### config.mk
export PLATFORM = sky130hd
export DESIGN_NAME = csr_gei_offset_mem
export DESIGN_NICKNAME = d
export VERILOG_FILES = /design/src/rtl/csr_gei_pkg.sv /design/src/rtl/csr_gei_offset_mem.sv
export SDC_FILE = /design/constraint.sdc
export NUM_CORES = 2
export LEC_CHECK = 0
export BUFFER_PORTS_ARGS = -buffer_cell sky130_fd_sc_hd__buf_2
export CAP_MARGIN = 20
export CORE_MARGIN = 1.5
export CORE_UTILIZATION = 50
export DETAILED_ROUTE_END_ITERATION = 10
export PLACE_DENSITY_LB_ADDON = 0.3
export SLEW_MARGIN = 20
export SYNTH_ARGS = -nofsm -noshare
export SYNTH_HDL_FRONTEND = slang
export SYNTH_SLANG_ARGS = --single-unit
### constraint.sdc
create_clock -name clk -period 3 [get_ports clk]
set_clock_uncertainty 0.15 [all_clocks]
set_input_delay 0.45 -clock clk [delete_from_list [all_inputs] [get_ports clk]]
set_output_delay 0.45 -clock clk [all_outputs]
set_load 0.02 [all_outputs]
### src/rtl/csr_gei_pkg.sv
// shared command, status and state codes for the csr graph edge insert core
package csr_gei_pkg;

  typedef enum logic [2:0] {
    CMD_CLEAR      = 3'd0,
    CMD_ADD_VERTEX = 3'd1,
    CMD_ADD_EDGE   = 3'd2,
    CMD_READ_OFF   = 3'd3,
    CMD_READ_EDGE  = 3'd4
  } cmd_t;

  typedef enum logic [1:0] {
    STS_OK    = 2'd0,
    STS_RANGE = 2'd1,
    STS_FULL  = 2'd2
  } status_t;

  typedef enum logic [2:0] {
    ST_CLR,
    ST_IDLE,
    ST_RD,
    ST_SHIFT,
    ST_INC,
    ST_FIN
  } state_t;

  localparam int TARGET_BITS = 8;

endpackage

### src/rtl/csr_gei_offset_mem.sv
// row offset table memory, one write and one registered read per cycle
module csr_gei_offset_mem import csr_gei_pkg::*; #(
  parameter int DEPTH = 257,
  parameter int WIDTH = 11
) (
  input  logic                     clk,
  input  logic                     we,
  input  logic [$clog2(DEPTH)-1:0] waddr,
  input  logic [WIDTH-1:0]         wdata,
  input  logic [$clog2(DEPTH)-1:0] raddr,
  output logic [WIDTH-1:0]         rdata
);

  logic [WIDTH-1:0] mem [DEPTH];

  always_ff @(posedge clk) begin
    if (we) begin
      mem[waddr] <= wdata;
    end
    rdata <= mem[raddr];
  end

endmodule

Word-level counts from Yosys, hierarchy flattened
Memory sizes are Yosys's and may differ from the RTL's. A register that Yosys moved wholly into a read port is not among the register bits.
Cells that the tools add are included.

cells by class
  muxes and demuxes = 2

operators with widths
  cell     number
  $mux W1  2

storage, ports and cells
  word-level logic and storage cells = 3
  flip-flop bits (word level) = 0
  memories = 1
  memory bits (writable) = 2827

memories
  name  depth  bits a word  read ports  clocked after Yosys merged registers in  write ports  RTL line                  text
  mem   257    11           1           1                                        1            csr_gei_offset_mem.sv:14  logic [WIDTH-1:0] mem [DEPTH];

Depth between registers and ports, before layout
  depth after elaboration = 2
  gate-level depth with buffers = 11
  gate-level depth less buffers = 6

Worst setup path before layout
OpenSTA, ideal clock, no wires.

  path type = input -> register
  from = in waddr[2]
  to = mem mem[256][0] (enable)
  slack = 0.045 ns
  path buffers = 0
  stages on the path = 3
  arrival time = 2.392 ns
  path through = nor3b_1 > nand3_1 > nor4b_1

RTL lines
  item                RTL line                  text
  start: declaration  csr_gei_offset_mem.sv:8   input logic [$clog2(DEPTH)-1:0] waddr,
  end: declaration    csr_gei_offset_mem.sv:14

No word-level cell before the write port.

==> impl_metrics.json <==
{
  "via_per_inst": 6.23,
  "hp-start": "waddr[5]",
  "place_ws_ns": -1.04,
  "antenna_found_initial": 16,
  "crit_buf_inv": 1,
  "cp_max_fo": 1,
  "die_area_mm2": 0.220,
  "gr-total-overflow": 0,
  "routed_wl_mm": 275,
  "fin_util_pct": 59.0,
  "required_ns": 3.65,
  "rows": 171,
  "grt_pass1_wl_mm": 400,
  "clkTransAtPathRegs_ns": 0.06,
  "layout_common_cells": "2827 x edfxtp_1, 655 x buf_4, 616 x mux4_2, 305 x clkbuf_16, 294 x nor2_1",
  "cts_tree": "done",
  "syn-num-nets": 5165,
  "ctsRootBufferMaster": "clkbuf_16",
  "switching_share_pct": 20.7,
  "fin_area_mm2": 0.128,
  "leakagePower_nw": 41.4,
  "finalSetupTns_ns": 0,
  "ir_drop_v": 0.000555,
  "worst_pin_slew_ns": 1.09,
  "critPathKind": "reg2reg",
  "crit_family": "compound AO/OA/AOI/OAI gates",
  "timing.final.crit_share_pct": 98.0,
  "r2r_cells": 7,
  "clk_latency_ns": 0.95,
  "syn-cell-area_mm2": 0.109,
  "htreeDepth": 5,
  "numCtsBuffers": 297,
  "clockBufferDepth": 4,
  "dr.pass1.iters": 6,
  "power_density_mw_per_mm2": 651,
  "vias": 56200,
  "crit_slowest_cell": "mux4_2",
  "fin_nets": 5976,
  "die_height_um": 469,
  "yosys-top-cells-area": "edfxtp_1 78%, mux4_2 13%, a22oi_1 1.4%",
  "p_int_w": 0.0660,
  "hp-class": "in2reg",
  "postLayoutSetupSlackWorst_ns": 0.0598,
  "syn_inst": 5134,
  "max_cap_viol_count": 0,
  "synth_top_area_share_pct": 78.0,
  "port_buffers": 41,
  "final_hold_viol_count": 0,
  "crit_arrival_ns": 3.59,
  "drt_iter0_drc": 8141,
  "combPwrFrac_pct": 5.2,
  "clock_power_share_pct": 42.3,
  "grt_max_degree": 115,
  "crit_chain": "mux4_2 -> a22oi_1 -> nand2_1 -> o31ai_4 -> a41oi_1 -> buf_4 -> o32a_1",
  "relSlewSlack_pct": 27.0,
  "fin_crit_ns": 2.94,
  "max_freq_mhz": 340,
  "setup_viol": 0,
  "status": "finished clean",
  "synth_cell_types": 38,
  "hpwl_mm": 172,
  "regToRegSetupSlack_ns": 0.06,
  "regArea_mm2": 0.0851,
  "area_delta_synth_final_pct": 17.6,
  "regToRegStartpoint": "mem[55][9]$_DFFE_PP_",
  "seqPwrFrac_pct": 52.4,
  "coreArea_mm2": 0.217,
  "final_common_cell": "edfxtp_1",
  "yosysTopAreaCell": "edfxtp_1",
  "worst_setup_path_start_kind": "flop",
  "cts_setup_buffers": 0,
  "syn_area_per_cell_um2": 21.2,
  "gp_routability_congestion": 0.896,
  "ys_ff_latch": 2838,
  "critPathCaptureType": "flop",
  "whs_path_depth": 4,
  "drc": 0,
  "fillers": 15200,
  "cts_num_sinks": 2838,
  "slew_violations": 0,
  "io_pins": 42,
  "min_to": "mem[191][6]$_DFFE_PP_",
  "critical_path.max_stage_delay_ns": 0.47,
  "wire_per_inst_um": 30.5,
  "regToRegEndpoint": "rdata[9]$_DFF_P_",
  "grt_use_total_pct": 25.0,
  "initial_utilization_pct": 50.2,
  "antenna_left": 0,
  "die_x_um": 469,
  "rsz0062_at_grt": "false",
  "switchingPower_w": 0.0173,
  "drive_gt1_share_pct": 31.6,
  "place_area_mm2": 0.119,
  "synth_warnings": 0,
  "yosysSeqAreaShare_pct": 78.2,
  "grt_pass1_vias": 56600,
  "multiInputGateArea_mm2": 0.0224
}
[cell usage after synthesis, drive strengths merged]
| cell | instances |
|---|---|
| a211oi | 44 |
| a21oi | 121 |
| a22oi | 198 |
| a41oi | 22 |
| and2 | 2 |
| and3 | 3 |
| and3b | 5 |
| and4 | 2 |
| buf | 129 |
| clkbuf | 180 |
| clkinv | 1 |
| dfxtp | 11 |
| edfxtp | 2827 |
| inv | 2 |
| mux2 | 88 |
| mux2i | 110 |
| mux4 | 616 |
| nand2 | 185 |
| nand2b | 4 |
| nand3 | 33 |
| nand3b | 1 |
| nor2 | 308 |
| nor2b | 12 |
| nor3 | 67 |
| nor3b | 5 |
| nor4b | 1 |
| o22ai | 88 |
| o31ai | 44 |
| o32a | 11 |
| or2 | 2 |
| or3b | 1 |
| or4 | 11 |
[through the flow]
step	total power [W]	hold slack, ns	std cells
CTS	0.0837	0.0765	9009
floorplan	0.0465	0.289	5134
finish	0.0833	0.167	9022
detailed placement	0.0489	0.321	8483
global placement	0.0488	0.299	8482
global route	0.0854	0.138	9018
[worst reg2reg max path: cells and delay by family, from the launching register on]
kind	cells	cell delay [ns]
AOI/OAI and AO/OA	4	1.42
muxes	1	0.47
DFF	1	0.36
buffers and inverters	1	0.23
and+or+nand+nor	1	0.19
[how the worst max path moves through the flow]
stage                         start               endpoint  cells past startpoint
2_1_floorplan              waddr[2]  mem[256][0]$_DFFE_PP_                      3
3_3_place_gp               raddr[1]       rdata[9]$_DFF_P_                     10
3_5_place_dp               raddr[1]       rdata[9]$_DFF_P_                     10
4_1_cts        mem[87][9]$_DFFE_PP_       rdata[9]$_DFF_P_                      8
5_1_grt        mem[23][2]$_DFFE_PP_       rdata[2]$_DFF_P_                      8
6_report       mem[55][9]$_DFFE_PP_       rdata[9]$_DFF_P_                      7
[area by class of cell]
cell class              instances  share of cell area (%)
well taps                    2854                    2.79
clock buffers                 363                    6.16
repair buffers                821                    5.97
inverters                       3                 0.00978
clock inverters               149                    1.03
diodes                         10                  0.0196
multi-input cells            1984                    17.5
flip-flops and latches       2838                    66.5
[power by group through the flow]
stage	Combinational, W	Sequential, W	Clock (W)
2_1_floorplan	0.00194	0.0445	0
3_3_place_gp	0.00425	0.0445	0
3_5_place_dp	0.00432	0.0445	0
4_1_cts	0.00436	0.0437	0.0357
5_1_grt	0.00457	0.0437	0.0372
6_report	0.00435	0.0437	0.0353
[cell families (layout without fill, tap and decap cells)]
group | Yosys count | in the layout | synth area share, %
AOI/OAI and AO/OA | 528 | 528 | 3.31
buffers and inverters | 312 | 1336 | 1.28
other | 0 | 10 | 0
DFF | 2838 | 2838 | 78.2
muxes | 814 | 814 | 14.7
and+or+nand+nor | 642 | 642 | 2.48
[repair_timing]
| item | 4_1_cts | 5_1_grt |
|---|---|---|
| resized for setup | 5 | 3 |
| hold buffers | 14 | 0 |
| setup endpoints to repair | 2 | 2 |
| hold endpoints to repair | 796 | 0 |
| cloned | 0 | 0 |
[registers in the layout (all words and copies together), names as in the netlist]
| signal | count |
|---|---|
| rdata | 11 |
| mem | 2827 |
[metal layers]
metal  global-route usage [%]  part of all wire (%)  vias up
li1                         -                     -    23100
met1                     36.3                    40    29700
met2                     38.7                    48     2992
met3                     4.95                   9.7      440
met4                     7.43                   2.8        8
met5                        0                 0.017        -
Note: power is estimated with default switching activity, not from simulation.
